### src/rtl/u8u16_pkg.sv
package u8u16_pkg;

    // Byte values used by mark detection and UTF-8 decoding
    localparam logic [7:0] BYTE_ZERO = 8'h00;
    localparam logic [7:0] BYTE_EF   = 8'hEF;
    localparam logic [7:0] BYTE_BB   = 8'hBB;
    localparam logic [7:0] BYTE_BF   = 8'hBF;
    localparam logic [7:0] BYTE_FE   = 8'hFE;
    localparam logic [7:0] BYTE_FF   = 8'hFF;
    localparam logic [7:0] LEAD_TWO  = 8'hC0;
    localparam logic [7:0] LEAD_THREE = 8'hE0;
    localparam logic [7:0] LEAD_LIMIT = 8'hF0;

    // Result candidates per input beat: up to three decoded characters plus the end marker
    localparam int CAND_SLOTS  = 4;
    localparam int MAX_RESULTS = 3;

    typedef enum logic [1:0] {
        ENC_UTF8    = 2'd0,
        ENC_UTF16BE = 2'd1,
        ENC_UTF16LE = 2'd2
    } enc_t;

    typedef enum logic [1:0] {
        PH_IDLE   = 2'd0,
        PH_ONE    = 2'd1,
        PH_EFBB   = 2'd2,
        PH_DECODE = 2'd3
    } phase_t;

    typedef struct packed {
        logic [7:0] data_byte;
        logic       stream_end;
    } in_beat_t;

    typedef struct packed {
        logic [15:0] code_point;
        logic [1:0]  encoding;
        logic        end_marker;
    } out_beat_t;

    typedef struct packed {
        logic [CAND_SLOTS-1:0]            valid;
        out_beat_t [CAND_SLOTS-1:0]       beat;
    } push_t;

    typedef struct packed {
        logic [1:0] count;
        logic [7:0] lead;
        logic [7:0] mid;
    } partial_t;

    typedef struct packed {
        partial_t    part;
        logic        emit;
        logic [15:0] cp;
    } feed_t;

    // One byte into the character decoder
    function automatic feed_t feed(partial_t p, enc_t enc, logic [7:0] b);
        feed_t r;
        r.part = p;
        r.emit = 1'b0;
        r.cp   = '0;
        if (enc != ENC_UTF8)
        begin
            if (p.count == 2'd0)
            begin
                r.part.lead  = b;
                r.part.count = 2'd1;
            end
            else
            begin
                r.emit       = 1'b1;
                r.cp         = (enc == ENC_UTF16BE) ? {p.lead, b} : {b, p.lead};
                r.part.count = 2'd0;
            end
        end
        else
        begin
            case (p.count)
                2'd1:
                begin
                    if (p.lead < LEAD_THREE)
                    begin
                        r.emit       = 1'b1;
                        r.cp         = {5'b0, p.lead[4:0], b[5:0]};
                        r.part.count = 2'd0;
                    end
                    else
                    begin
                        r.part.mid   = b;
                        r.part.count = 2'd2;
                    end
                end
                2'd2:
                begin
                    r.emit       = 1'b1;
                    r.cp         = {p.lead[3:0], p.mid[5:0], b[5:0]};
                    r.part.count = 2'd0;
                end
                default:
                begin
                    if (b >= LEAD_TWO && b < LEAD_LIMIT)
                    begin
                        r.part.lead  = b;
                        r.part.count = 2'd1;
                    end
                    else
                    begin
                        r.emit       = 1'b1;
                        r.cp         = {8'b0, b};
                        r.part.count = 2'd0;
                    end
                end
            endcase
        end
        return r;
    endfunction

endpackage

### src/rtl/u8u16_decode.sv
module u8u16_decode (
    input  logic                clk,
    input  logic                rst_n,
    input  logic                take,
    input  u8u16_pkg::in_beat_t beat,
    output u8u16_pkg::push_t    push
);

    u8u16_pkg::phase_t phase_reg, phase_next;
    u8u16_pkg::enc_t   enc_reg, enc_next, enc_use;
    logic [1:0]        part_count_reg, part_count_next;
    logic [7:0]        part_lead_reg, part_lead_next;
    logic [7:0]        part_mid_reg, part_mid_next;
    logic [7:0]        held0_reg, held0_next;
    logic [7:0]        held1_reg, held1_next;

    logic [7:0] b;
    logic       endf;
    logic       bom_be, bom_le, efbb_pair;
    logic       a_en, b_en, c_en;
    logic [7:0] a_byte, b_byte, c_byte;
    u8u16_pkg::partial_t p0, p1, p2, p3;
    u8u16_pkg::feed_t    fa, fb, fc;

    assign b    = beat.data_byte;
    assign endf = beat.stream_end;

    assign bom_be    = (held0_reg == u8u16_pkg::BYTE_FE) && (b == u8u16_pkg::BYTE_FF);
    assign bom_le    = (held0_reg == u8u16_pkg::BYTE_FF) && (b == u8u16_pkg::BYTE_FE);
    assign efbb_pair = (held0_reg == u8u16_pkg::BYTE_EF) && (b == u8u16_pkg::BYTE_BB);

    // Next detection phase
    always_comb
    begin
        phase_next = phase_reg;
        if (take)
        begin
            case (phase_reg)
                u8u16_pkg::PH_IDLE:
                    phase_next = endf ? u8u16_pkg::PH_DECODE : u8u16_pkg::PH_ONE;
                u8u16_pkg::PH_ONE:
                begin
                    if (bom_be || bom_le)
                        phase_next = u8u16_pkg::PH_DECODE;
                    else if (efbb_pair && !endf)
                        phase_next = u8u16_pkg::PH_EFBB;
                    else
                        phase_next = u8u16_pkg::PH_DECODE;
                end
                default:
                    phase_next = u8u16_pkg::PH_DECODE;
            endcase
            // close the document: start over
            if (endf)
                phase_next = u8u16_pkg::PH_IDLE;
        end
    end

    // Pick encoding and the bytes to replay into the decoder
    always_comb
    begin
        enc_use    = enc_reg;
        held0_next = held0_reg;
        held1_next = held1_reg;
        a_en   = 1'b0;
        b_en   = 1'b0;
        c_en   = 1'b0;
        a_byte = b;
        b_byte = b;
        c_byte = b;
        case (phase_reg)
            u8u16_pkg::PH_IDLE:
            begin
                if (endf)
                begin
                    enc_use = u8u16_pkg::ENC_UTF8;
                    a_en    = 1'b1;
                end
                else
                begin
                    held0_next = b;
                end
            end
            u8u16_pkg::PH_ONE:
            begin
                if (bom_be)
                    enc_use = u8u16_pkg::ENC_UTF16BE;
                else if (bom_le)
                    enc_use = u8u16_pkg::ENC_UTF16LE;
                else if (efbb_pair && !endf)
                    held1_next = b;
                else
                begin
                    if (held0_reg == u8u16_pkg::BYTE_ZERO && b != u8u16_pkg::BYTE_ZERO)
                        enc_use = u8u16_pkg::ENC_UTF16BE;
                    else if (held0_reg != u8u16_pkg::BYTE_ZERO && b == u8u16_pkg::BYTE_ZERO)
                        enc_use = u8u16_pkg::ENC_UTF16LE;
                    else
                        enc_use = u8u16_pkg::ENC_UTF8;
                    a_en   = 1'b1;
                    a_byte = held0_reg;
                    b_en   = 1'b1;
                end
            end
            u8u16_pkg::PH_EFBB:
            begin
                enc_use = u8u16_pkg::ENC_UTF8;
                // no mark after EF BB: replay all three bytes
                if (b != u8u16_pkg::BYTE_BF)
                begin
                    a_en   = 1'b1;
                    a_byte = held0_reg;
                    b_en   = 1'b1;
                    b_byte = held1_reg;
                    c_en   = 1'b1;
                end
            end
            default:
                a_en = 1'b1;
        endcase
    end

    // Run up to three bytes through the decoder
    always_comb
    begin
        p0.count = part_count_reg;
        p0.lead  = part_lead_reg;
        p0.mid   = part_mid_reg;
        fa = u8u16_pkg::feed(p0, enc_use, a_byte);
        p1 = a_en ? fa.part : p0;
        fb = u8u16_pkg::feed(p1, enc_use, b_byte);
        p2 = b_en ? fb.part : p1;
        fc = u8u16_pkg::feed(p2, enc_use, c_byte);
        p3 = c_en ? fc.part : p2;
    end

    // Hold state unless a beat is taken; end of stream clears it
    always_comb
    begin
        enc_next        = enc_reg;
        part_count_next = part_count_reg;
        part_lead_next  = part_lead_reg;
        part_mid_next   = part_mid_reg;
        if (take)
        begin
            enc_next        = endf ? u8u16_pkg::ENC_UTF8 : enc_use;
            part_count_next = endf ? 2'd0 : p3.count;
            part_lead_next  = p3.lead;
            part_mid_next   = p3.mid;
        end
    end

    // Result candidates in stream order
    always_comb
    begin
        push.valid[0] = take && a_en && fa.emit;
        push.valid[1] = take && b_en && fb.emit;
        push.valid[2] = take && c_en && fc.emit;
        push.valid[3] = take && endf;
        push.beat[0].code_point = fa.cp;
        push.beat[1].code_point = fb.cp;
        push.beat[2].code_point = fc.cp;
        push.beat[3].code_point = '0;
        for (int i = 0; i < u8u16_pkg::CAND_SLOTS; i++)
        begin
            push.beat[i].encoding   = enc_use;
            push.beat[i].end_marker = (i == u8u16_pkg::CAND_SLOTS - 1);
        end
    end

    always_ff @(posedge clk or negedge rst_n)
    begin
        if (!rst_n)
        begin
            phase_reg      <= u8u16_pkg::PH_IDLE;
            enc_reg        <= u8u16_pkg::ENC_UTF8;
            part_count_reg <= 2'd0;
        end
        else
        begin
            phase_reg      <= phase_next;
            enc_reg        <= enc_next;
            part_count_reg <= part_count_next;
        end
    end

    always_ff @(posedge clk)
    begin
        part_lead_reg <= part_lead_next;
        part_mid_reg  <= part_mid_next;
        if (take)
        begin
            held0_reg <= held0_next;
            held1_reg <= held1_next;
        end
    end

endmodule

### src/rtl/u8u16_queue.sv
module u8u16_queue (
    input  logic                 clk,
    input  logic                 rst_n,
    input  u8u16_pkg::push_t     push,
    output logic                 room,
    output logic                 valid,
    input  logic                 stall,
    output u8u16_pkg::out_beat_t beat
);

    localparam int DEPTH = u8u16_pkg::MAX_RESULTS + 1;
    localparam int AW    = $clog2(DEPTH);

    u8u16_pkg::out_beat_t q_reg [DEPTH];
    u8u16_pkg::out_beat_t q_next [DEPTH];
    logic [AW-1:0] rd_ptr_reg, rd_ptr_next;
    logic [AW-1:0] wr_ptr_reg, wr_ptr_next;
    logic [AW:0]   cnt_reg, cnt_next;
    logic [AW:0]   n_push;
    logic [AW-1:0] slot;
    logic          pop;

    assign valid = (cnt_reg != '0);
    assign beat  = q_reg[rd_ptr_reg];
    assign pop   = valid && !stall;
    // room for a worst-case beat that yields the most results
    assign room  = (cnt_reg <= (AW+1)'(DEPTH - u8u16_pkg::MAX_RESULTS));

    // Pack the valid candidates in order behind the write pointer
    always_comb
    begin
        n_push = '0;
        slot   = '0;
        for (int i = 0; i < DEPTH; i++)
            q_next[i] = q_reg[i];
        for (int i = 0; i < u8u16_pkg::CAND_SLOTS; i++)
        begin
            if (push.valid[i])
            begin
                slot         = wr_ptr_reg + n_push[AW-1:0];
                q_next[slot] = push.beat[i];
                n_push       = n_push + (AW+1)'(1);
            end
        end
    end

    // Advance pointers and count
    always_comb
    begin
        wr_ptr_next = wr_ptr_reg + n_push[AW-1:0];
        rd_ptr_next = rd_ptr_reg + {{(AW-1){1'b0}}, pop};
        cnt_next    = cnt_reg + n_push - {{AW{1'b0}}, pop};
    end

    always_ff @(posedge clk or negedge rst_n)
    begin
        if (!rst_n)
        begin
            rd_ptr_reg <= '0;
            wr_ptr_reg <= '0;
            cnt_reg    <= '0;
        end
        else
        begin
            rd_ptr_reg <= rd_ptr_next;
            wr_ptr_reg <= wr_ptr_next;
            cnt_reg    <= cnt_next;
        end
    end

    always_ff @(posedge clk)
    begin
        for (int i = 0; i < DEPTH; i++)
            q_reg[i] <= q_next[i];
    end

endmodule

### src/rtl/utf8_utf16_byte_decoder.sv
// Latency: a result beat is offered the cycle after the byte that completes it is taken,
// when no older beat waits in the queue.
// Throughput: one byte per cycle while the queue has room; one result beat per cycle leaves
// through the result queue while char_stall is low. Input is held off whenever the queue holds
// more than one beat, so it has room for the three beats a byte may yield (mark replay, end of stream).
// Reset: asynchronous, active low; clears detection, encoding, partial count and queue.
module utf8_utf16_byte_decoder (
    input  logic                 clk,
    input  logic                 rst_n,
    input  logic                 byte_valid,
    output logic                 byte_stall,
    input  u8u16_pkg::in_beat_t  byte_beat,
    output logic                 char_valid,
    input  logic                 char_stall,
    output u8u16_pkg::out_beat_t char_beat
);

    logic             take;
    logic             room;
    u8u16_pkg::push_t push;

    // Take a byte whenever the queue has room for its results
    assign byte_stall = !room;
    assign take       = byte_valid && room;

    u8u16_decode u_decode (
        .clk   (clk),
        .rst_n (rst_n),
        .take  (take),
        .beat  (byte_beat),
        .push  (push)
    );

    u8u16_queue u_queue (
        .clk   (clk),
        .rst_n (rst_n),
        .push  (push),
        .room  (room),
        .valid (char_valid),
        .stall (char_stall),
        .beat  (char_beat)
    );

endmodule

### config.mk
export PLATFORM = sky130hd
export DESIGN_NAME = utf8_utf16_byte_decoder
export DESIGN_NICKNAME = d
export VERILOG_FILES = /design/src/rtl/u8u16_pkg.sv /design/src/rtl/u8u16_decode.sv /design/src/rtl/u8u16_queue.sv /design/src/rtl/utf8_utf16_byte_decoder.sv
export SDC_FILE = /design/constraint.sdc
export NUM_CORES = 1
export LEC_CHECK = 0
export BUFFER_PORTS_ARGS = -buffer_cell sky130_fd_sc_hd__buf_2
export CAP_MARGIN = 20
export CORE_AREA = 2 2 172 174
export DETAILED_ROUTE_END_ITERATION = 8
export DIE_AREA = 0 0 174 176
export SLEW_MARGIN = 0
export SYNTH_ARGS = -nofsm -noshare
export SYNTH_HDL_FRONTEND = slang
export SYNTH_SLANG_ARGS = --single-unit
### constraint.sdc
create_clock -name clk -period 8.7 [get_ports clk]
set_input_delay 0.435 -clock clk [delete_from_list [all_inputs] [get_ports clk]]
set_output_delay 0.435 -clock clk [all_outputs]
set_load 0.03 [all_outputs]
* Word-level counts from Yosys, hierarchy flattened
Memory sizes are Yosys's and may differ from the RTL's.
Cells that the tools add are included.
** Storage, ports and cells
- Register bits after elaboration :: 45
- Bits in writable memories :: 76
- Input bits :: 13
- Word-level logic and storage cells :: 205
- Memories :: 1
** Memory list
- u_queue.q_reg :: words 4, width 19, rd ports 5, clocked after Yosys merged registers in 0, wr ports 4, RTL line u8u16_queue.sv:14 : u8u16_pkg::out_beat_t q_reg [DEPTH];
** Operators by class
- Add/sub/neg operators :: 10
- $lt $le $gt $ge :: 18
- Equality and inequality tests :: 16
- Mux-type cells :: 102
- Bitwise operators :: 7
- Reductions and logical operators :: 41
** Operators with widths (count)
- bitwise mux 76 bit :: 4
- two-way mux 76 bit :: 4
- two-way mux 17 bit :: 12
- two-way mux 8 bit :: 24
- demux 19 bit (select 2 bit) :: 4
- case mux 17 bit (2 select lines) :: 3
- two-way mux 19 bit :: 4
- two-way mux 18 bit :: 3
- equality test 8 bit, second input constant :: 6
- < comparator 8 bit, second input constant :: 6
- two-way mux 16 bit :: 3
- two-way mux 10 bit :: 3
- two-way mux 2 bit :: 13
- greater-or-equal comparator 8 bit, second input constant :: 3
- logical AND 1 bit :: 22
- logical NOT 8 bit :: 2
- case mux 2 bit (2 select lines) :: 4
- case mux 8 bit (2 select lines) :: 1
- nonzero test 8 bit :: 2
- two-way mux 1 bit :: 14
- greater-or-equal comparator 3 bit, second input constant :: 4
- < comparator 3 x 1 -> 1 bit, second input constant :: 4
- inverter 2 -> 3 bit :: 4
- equality test 2 x 1 -> 1 bit, second input constant :: 5
- other kinds (22) :: 40

* Longest topological paths before layout
Gate-level depths: netlist of run 1.
- Word-level depth :: 32
- Gate-level depth with buffers :: 35
- Depth with buffers taken out :: 32

* Cells and area by module
From an unflattened synthesis of run 1, not the netlist that was laid out.
** Second synthesis, totals
- Cells, all modules :: 1389
- Area, all modules :: 10797.9 µm²
** By module, submodules not included
- u8u16_queue :: times used 1, cells an instance 799, area an instance 6237.2 µm², seq. area each 1696.6 µm²
- u8u16_decode :: times used 1, cells an instance 588, area an instance 4550.6 µm², seq. area each 1051.0 µm²
- utf8_utf16_byte_decoder :: times used 1, cells an instance 2, area an instance 10.0 µm², seq. area each 0.0 µm²

* Worst setup path before layout of run 1
OpenSTA, ideal clock, no wires.
- Path kind :: flip-flop to flip-flop
- Start point :: register u_decode.phase_reg[0]
- End point :: register u_queue.cnt_reg[2]
- Setup time :: 0.080 ns
- Arrival time :: 7.099 ns
- Path slack :: 1.521 ns
- Cell stages (with the launch flop) :: 36
- Path through :: dfrtp_1 > inv_1 > ha_1 > buf_2 > nand4b_4 > o311ai_1 > o21ai_1 > or3_1 > a211o_1 > o22ai_1 > a21oi_1 > inv_1 > ha_1 > buf_1 > nand3_1 > nand3_1 > and3_1 > clkbuf_1 > nor2_1 > ha_1 > or2_2 > nor2_1 > nor4_1 > o211a_1 > mux2i_1 > o31ai_1 > a311oi_4 > inv_1 > ha_1 > o21ai_0 > ha_1 > inv_1 > fa_1 > xnor2_1 > xnor2_1 > xnor2_1
** On the way
- Longest elaborated chain between the ends :: 23
- Elaborated cells between the ends (all ways) :: 68
** Ends and longest elaborated chain
- start: declaration :: RTL line u8u16_decode.sv:9 : u8u16_pkg::phase_t phase_reg, phase_next;
- start signal: assignment :: RTL line u8u16_decode.sv:175 : phase_reg <= u8u16_pkg::PH_IDLE;
- start signal: assignment :: RTL line u8u16_decode.sv:181 : phase_reg <= phase_next;
- equality test 2 bit or equality test 2 x 1 -> 1 bit (tied branches) :: RTL line u8u16_decode.sv:71 : case (phase_reg)
- case mux 8 bit (2 select lines) :: RTL line u8u16_decode.sv:71
- greater-or-equal comparator 8 bit or < comparator 8 bit (tied branches) :: RTL line u8u16_pkg.sv:104 : if (b >= LEAD_TWO && b < LEAD_LIMIT)
- logical AND 1 bit :: RTL line u8u16_pkg.sv:104
- two-way mux 1 bit :: RTL line u8u16_pkg.sv:104
- case mux 2 bit (2 select lines) :: RTL line u8u16_pkg.sv:81 : case (p.count)
- two-way mux 10 bit :: RTL line u8u16_pkg.sv:65 : if (enc != ENC_UTF8)
- two-way mux 18 bit :: RTL line u8u16_decode.sv:130 : p1 = a_en ? fa.part : p0;
- [... 8 more ...]
- two-way mux 17 bit :: RTL line u8u16_pkg.sv:65
- logical AND 1 bit :: RTL line u8u16_decode.sv:158 : push.valid[2] = take && c_en && fc.emit;
- two-way mux 3 bit (*) :: RTL line u8u16_queue.sv:38 : if (push.valid[i])
- adder 3 x 1 -> 3 bit :: RTL line u8u16_queue.sv:42 : n_push = n_push + (AW+1)'(1);
- two-way mux 3 bit (*) :: RTL line u8u16_queue.sv:38
- adder 3 bit (*) :: RTL line u8u16_queue.sv:52 : cnt_next = cnt_reg + n_push - {{AW{1'b0}}, pop};
- subtractor 3 x 1 -> 3 bit (*) :: RTL line u8u16_queue.sv:52
- net u_queue.cnt_next[2] :: RTL line u8u16_queue.sv:18 : logic [AW:0] cnt_reg, cnt_next;
- end signal: assignment :: RTL line u8u16_queue.sv:67 : cnt_reg <= cnt_next;
- end: declaration :: RTL line u8u16_queue.sv:18
Mark *: on every way through the listed nets, which the timed path passes. The rest lies on a longest branch.
A chain may end at the register's enable or synchronous reset.

* Worst setup path after layout of run 1
Same ends and word-level chain as after synthesis.

==> results of run 1 <==
path summary, 6_finish.rpt:
path                                                   startpoint                           endpoint  slack [ns]
worst max-delay path            u_decode.phase_reg[0]$_DFFE_PN0P_       u_queue.cnt_reg[2]$_DFF_PN0_        0.68
worst min-delay path                                 byte_beat[4]    u_decode.held1_reg[3]$_DFFE_PP_        0.35
worst max register to register  u_decode.phase_reg[0]$_DFFE_PN0P_       u_queue.cnt_reg[2]$_DFF_PN0_        0.68
worst min register to register        u_queue.q_reg[3][0]$_DFF_P_        u_queue.q_reg[3][0]$_DFF_P_        0.46
max in group asynchronous                                   rst_n  u_decode.phase_reg[0]$_DFFE_PN0P_        8.03
min in group asynchronous                                   rst_n       u_queue.cnt_reg[0]$_DFF_PN0_        0.42
timing repair:
item | CTS | global route
gates resized for setup | 0 | 1
endpoints found under the setup margin | 0 | 1
hold buffers | 1 | 0
endpoints found under the hold margin | 13 | 0
cells in the final DEF, fill, tap and decap left out, types with 16 or more instances in the layout:
cell type / Yosys / routed
ha_1: 24 / 24
mux4_2: 19 / 19
a211oi_1: 100 / 100
mux2_2: 16 / 16
nand2_1: 60 / 60
edfxtp_1: 30 / 30
buf_4: 5 / 32
buf_2: 20 / 33
clkbuf_16: 0 / 17
a22oi_1: 24 / 24
o21ai_0: 41 / 41
a21oi_1: 54 / 54
mux2i_1: 89 / 89
inv_1: 34 / 34
dfxtp_1: 76 / 76
nand3_1: 25 / 25
o22ai_1: 21 / 20
nor2_1: 156 / 154
and3_1: 20 / 20
cells by family after synthesis:
family | share of synthesized area
multiplexers | 0.166
flip-flops | 0.293
AND/OR/NAND/NOR | 0.174
AO/OA/AOI/OAI | 0.266
adder cells (fa/ha/maj) | 0.0342
buffers and inverters | 0.0516
XOR/XNOR | 0.0148
per-layer routing:
metal / vias to the layer above / wire length [µm] / part of all wire
met5: - / 0 / 0
met4: 0 / 1660 / 0.045
met1: 4584 / 15500 / 0.42
met2: 561 / 16300 / 0.45
li1: 4183 / - / -
met3: 103 / 3070 / 0.084
where the power goes:
part / total [µW] / internal (µW) / switching, µW
Clock: 770 / 458 / 312
Sequential: 865 / 749 / 116
Combinational: 2190 / 715 / 1480
through the flow:
step           setup WS (ns)  hold slack [ns]
6_report               0.684            0.350
5_1_grt               0.0901            0.364
4_1_cts                0.508            0.356
3_5_place_dp           0.591            0.355
3_3_place_gp           0.889            0.346
2_1_floorplan           1.52            0.139
layout make-up:
cell class | count | area, µm²
fill | 2998 | 17900
multi-input combinational | 860 | 6220
sequential | 119 | 2750
tap | 384 | 480
clock buffer | 17 | 425
timing repair buffer | 66 | 415
clock inverter | 15 | 189
inverter | 36 | 135
cells in the mapped netlist (5+ instances only):
| cell type | count | area (µm²) |
|---|---|---|
| buf_4 | 5 | 37.5 |
| mux2i_1 | 89 | 891 |
| a22o_1 | 5 | 43.8 |
| a21oi_1 | 54 | 270 |
| nand4_1 | 9 | 56.3 |
| dfrtp_1 | 13 | 325 |
| inv_1 | 34 | 128 |
| o21ai_0 | 41 | 205 |
| o21ai_1 | 7 | 35.0 |
| o22ai_1 | 21 | 131 |
| xnor2_1 | 10 | 87.6 |
| dfxtp_1 | 76 | 1520 |
| o21bai_1 | 5 | 37.5 |
| nand3_1 | 25 | 125 |
| buf_2 | 20 | 100 |
| nor2_1 | 156 | 586 |
| ha_1 | 24 | 300 |
| nor2b_1 | 5 | 31.3 |
| edfxtp_1 | 30 | 901 |
| a31oi_1 | 16 | 100 |
| a211oi_1 | 100 | 751 |
| nor3_1 | 18 | 90.1 |
| and3_1 | 20 | 125 |
| a21o_1 | 11 | 82.6 |
| a22oi_1 | 24 | 180 |
| and2_1 | 5 | 31.3 |
| o221ai_1 | 5 | 43.8 |
| or3_1 | 8 | 50.1 |
| mux2_2 | 16 | 180 |
| clkbuf_1 | 49 | 184 |
| nand2_1 | 60 | 225 |
| and4_1 | 6 | 52.6 |
| a211oi_2 | 9 | 113 |
| mux4_2 | 19 | 428 |
==> metrics.txt, run 1 <==
# DRC 0; WP data arrival 8.38 ns; Cell Count, Final, Fillers Out 1,497; htree depth 4; Stages on worst setup path 32; CP bufs+invs 4; Final setup viols 0; Largest register FFs 76; Mapped Area 9370 µm²; sequential share of the synthesized area 0.293; crit path max-delay cell type ha_1; Max Clock Skew 0.0169 ns; crit path kind reg2reg; io pins 34; number of library cell types mapped by synthesis 87; Starting Density 0.328; worst-skew pair later-pin latency 0.44 ns; chip height 176 µm; initial antenna violation count 0; CTS max path bufs 2; Port Buffers 33; Yosys reg bits 119; gr busiest metal met2; Setup TNS 0 ns; Fmax 0.125 GHz; clock sink total 119; outcome complete, no violations; Peak VDD IR 0.168 mV; GR Util met2 0.375; Root Driver clkbuf_16; die area 30,600 µm²; first-pass GRT wire length 55,500 µm; Post-CTS Setup Bufs 0; vias in the first global route 8,810; number of enable flip-flop cells after synthesis 30; WHS Path Cells 1; part of the cycle the worst path needs 0.921; gr ovfl total 0; most frequent CP cell ha_1; Core ar. 28,500 µm²; cell area after layout 10,600 µm²; Final Max Tran Viols 0; Final Hold Viols 0; post-synthesis async set-or-reset flop share 0.109; Synth Flop Type dfxtp_1; total number of vias 9,431; drt total wl 36,500 µm; starting DRC count in detailed routing 1,036; path depth of the worst reg2reg path 32; CP endpoint kind register; Syn Nets 1,132; largest net degree at the start of global routing 34; Syn. warnings 0; M1 GR Usage 0.317; Final ANT Viol Nets 0; vias per cell 6.30; gpl congestion 1.02; dpl cell area 9980 µm²; minimum clock period after layout 8.02 ns; layout cells sized above 1 0.160; Leak 0.00381 µW; drt pass-1 iters 9; Avg Inst Size Synth 8.56 µm²; relative max-transition margin 0.180; crit start category register; total power 3820 µW; max_cap viols 0; Synth Instances 1,094; Routed WL per cell 24.4 µm; total CTS buffers 17; Rows 62; RSZ-0062 raised after global routing false; met3 Use GR 0.0381; final core utilization 0.372; clk slew on worst S/H paths 0.07 ns; worst slew pin tran 1.23 ns; dpl cells 1,464; CP max stage delay 0.45 ns; Hold Crit Class in2reg; CTS tree yes; # diodes 0; post-DP HPWL 26,000 µm; Die W 174 µm; critical path's top delay family compound AO/OA/AOI/OAI gates; GRT Overall Usage 0.237; Crit Path Max Fanout 11; power per cell area 361 nW/µm²; Layout area overhead 13.2%; CP required 9.06 ns; nets 1,138
No activity file was read; power rests on OpenSTA's default activity.
==> run 2, diff against run 1 <==
--- a/config.mk
+++ b/config.mk
@@ -10,6 +10,7 @@
 export CORE_AREA = 2 2 172 174
 export DETAILED_ROUTE_END_ITERATION = 8
 export DIE_AREA = 0 0 174 176
+export PLACE_DENSITY = 0.46
 export SLEW_MARGIN = 0
 export SYNTH_ARGS = -nofsm -noshare
 export SYNTH_HDL_FRONTEND = slang
==> metrics.txt, run 2 (same netlist as run 1, synthesis figures left out) <==
CP bufs+invs 6 (+2); multi-input logic area 6220 µm² (unchanged); Starting Density 0.328 (unchanged); NetSw 1870 µW (-1.7%); # fillers 2,980 (-0.60%); path depth of the worst reg2reg path 31 (-3.1%); R2R setup slack 0.63 ns (-0.05 ns); CTS tree yes; worst slew pin tran 1.13 ns (-0.0986 ns); vias per cell 6.15 (-2.4%); total number of vias 9,201 (-2.4%); io pins 34 (unchanged); worst-skew pair later-pin latency 0.43 ns (about the same); Routed WL per cell 25.1 µm (+2.7%); CP startpoint u_decode.phase_reg[1]$_DFFE_PN0P_; sequential power share 0.228 (+0.002); Clk pwr share 0.192 (-0.009); post-DP HPWL 27,100 µm (+4.1%); CP endpoint kind register; RSZ-0062 raised after global routing false; initial antenna violation count 0 (unchanged); Logic pwr share 0.580 (+0.007); Core ar. 28,500 µm² (unchanged); Final ANT Viol Nets 0 (unchanged); die area 30,600 µm² (unchanged); Leak 0.00380 µW (-0.30%); clk slew on worst S/H paths 0.06 ns (about the same); layout cells sized above 1 0.159 (-0.000755); WP data arrival 8.42 ns (+0.04 ns); Setup TNS 0 ns (unchanged); Stages on worst setup path 31 (-3.1%); most frequent cells in the layout nor2_1 (154), a211oi_1 (100), mux2i_1 (89), dfxtp_1 (76), nand2_1 (60); relative max-transition margin 0.238 (+0.0578); CTS max path bufs 2 (unchanged); Die W 174 µm (unchanged); switching portion of total power 0.497 (-0.000918); crit path max-delay cell type and3_1; Fmax 0.124 GHz (-0.66%); max_cap viols 0 (unchanged); reg2reg start u_decode.phase_reg[1]$_DFFE_PN0P_; Rows 62 (unchanged); CP max stage delay 0.45 ns (about the same); Root Driver clkbuf_16; part of the cycle the worst path needs 0.928 (+0.00616); Int Pwr 1900 µW (-1.3%); register area 2750 µm² (unchanged); drt pass-1 iters 5 (-4); Max Clock Skew 0.0157 ns (-0.00122 ns); total CTS buffers 17 (unchanged); # DRC 0 (unchanged); Critical path destination u_queue.cnt_reg[2]$_DFF_PN0_; most frequent CP cell inv_1; Post-CTS Setup Bufs 0 (unchanged); Hold Crit Class in2reg; largest net degree at the start of global routing 34 (unchanged); outcome complete, no violations; critical path's top delay family adder cells; CP required 9.05 ns (about the same); nets 1,137 (-0.088%); power per cell area 356 nW/µm² (-1.2%); hold_ws 0.352 ns (+0.00160 ns); Peak VDD IR 0.221 mV (+32%); crit path kind reg2reg; commonest non-fill, non-tap cell in the layout nor2_1; # diodes 0 (unchanged); Layout area overhead 12.9%; Reg-to-Reg End u_queue.cnt_reg[2]$_DFF_PN0_; drt total wl 37,500 µm (+2.7%); first-pass GRT wire length 57,000 µm (+2.8%); chip height 176 µm (unchanged); gpl congestion 0.990 (-2.6%); clock sink total 119 (unchanged); Final Max Tran Viols 0 (unchanged); Port Buffers 33 (unchanged); vias in the first global route 8,727 (-0.94%); Crit Path Max Fanout 12 (+1); GRT Overall Usage 0.246 (+0.00899); Largest register FFs 76 (unchanged); Final setup viols 0 (unchanged); crit start category register; htree depth 4 (unchanged); minimum clock period after layout 8.07 ns (+0.0536 ns); starting DRC count in detailed routing 1,166 (+13%); Final Hold Viols 0 (unchanged); gr ovfl total 0 (unchanged)
## run 2: cell types whose count changed in the layout (fill, tap and decap cells not counted), moves of 2 or more
cell / before / now
bufinv_16: 3 / 1
buf_4: 32 / 30
inv_6: 6 / 4
clkbuf_8: 0 / 2
inv_4: 0 / 2
## run 2: routing by layer
layer,part of all wire,track usage,vias to the layer above
met5,0,0,-
met3,0.074,0.0351,85
li1,-,-,4178
met2,0.44,0.379,446
met4,0.045,0.114,0
met1,0.44,0.341,4492
## run 2: power groups by stage
stage          clock network (µW)  registers, µW  logic, µW
6_report                      724            859       2180
5_1_grt                       761            879       2340
4_1_cts                       737            857       2150
3_5_place_dp                    0            867       2140
3_3_place_gp                    0            869       2150
2_1_floorplan                   0            820       1500
## run 2: through the flow
| step | power [µW] | setup WS (ns) | utilization | cell area [µm²] | cells |
|---|---|---|---|---|---|
| 6_report | 3770 | 0.630 | 0.370 | 10600 | 1496 |
| 5_1_grt | 3980 | 0.0959 | 0.370 | 10600 | 1496 |
| 4_1_cts | 3740 | 0.466 | 0.370 | 10600 | 1495 |
| 3_5_place_dp | 3000 | 0.461 | 0.349 | 9960 | 1462 |
| 3_3_place_gp | 3020 | 0.842 | 0.349 | 9960 | 1462 |
| 2_1_floorplan | 2320 | 1.52 | - | 9370 | 1094 |
## run 2: worst min-delay path by stage
stage	start	end	slack, ns	depth (start not counted)
6_report	byte_beat[0]	u_decode.phase_reg[0]$_DFFE_PN0P_	0.35	2
5_1_grt	byte_beat[0]	u_decode.phase_reg[0]$_DFFE_PN0P_	0.36	2
4_1_cts	byte_beat[0]	u_decode.phase_reg[0]$_DFFE_PN0P_	0.35	2
3_5_place_dp	rst_n	u_queue.rd_ptr_reg[0]$_DFF_PN0_	0.36	1
3_3_place_gp	rst_n	u_queue.rd_ptr_reg[0]$_DFF_PN0_	0.35	1
2_1_floorplan	rst_n	u_decode.enc_reg[0]$_DFFE_PN0P_	0.14	0
## run 2: area by class of cell
| class | instances | area share |
|---|---|---|
| Sequential cell | 119 | 0.260 |
| Clock buffer | 20 | 0.0452 |
| Timing Repair Buffer | 65 | 0.0386 |
| Tap cell | 384 | 0.0454 |
| Inverter | 36 | 0.0128 |
| Clock inverter | 12 | 0.0104 |
| Multi-Input combinational cell | 860 | 0.588 |
## run 2: timing repair
item                                    4_1_cts  5_1_grt
hold endpoints to repair                     13        0
endpoints found under the setup margin        0        1
hold buffers                                  1        0
resized for setup                             0        1
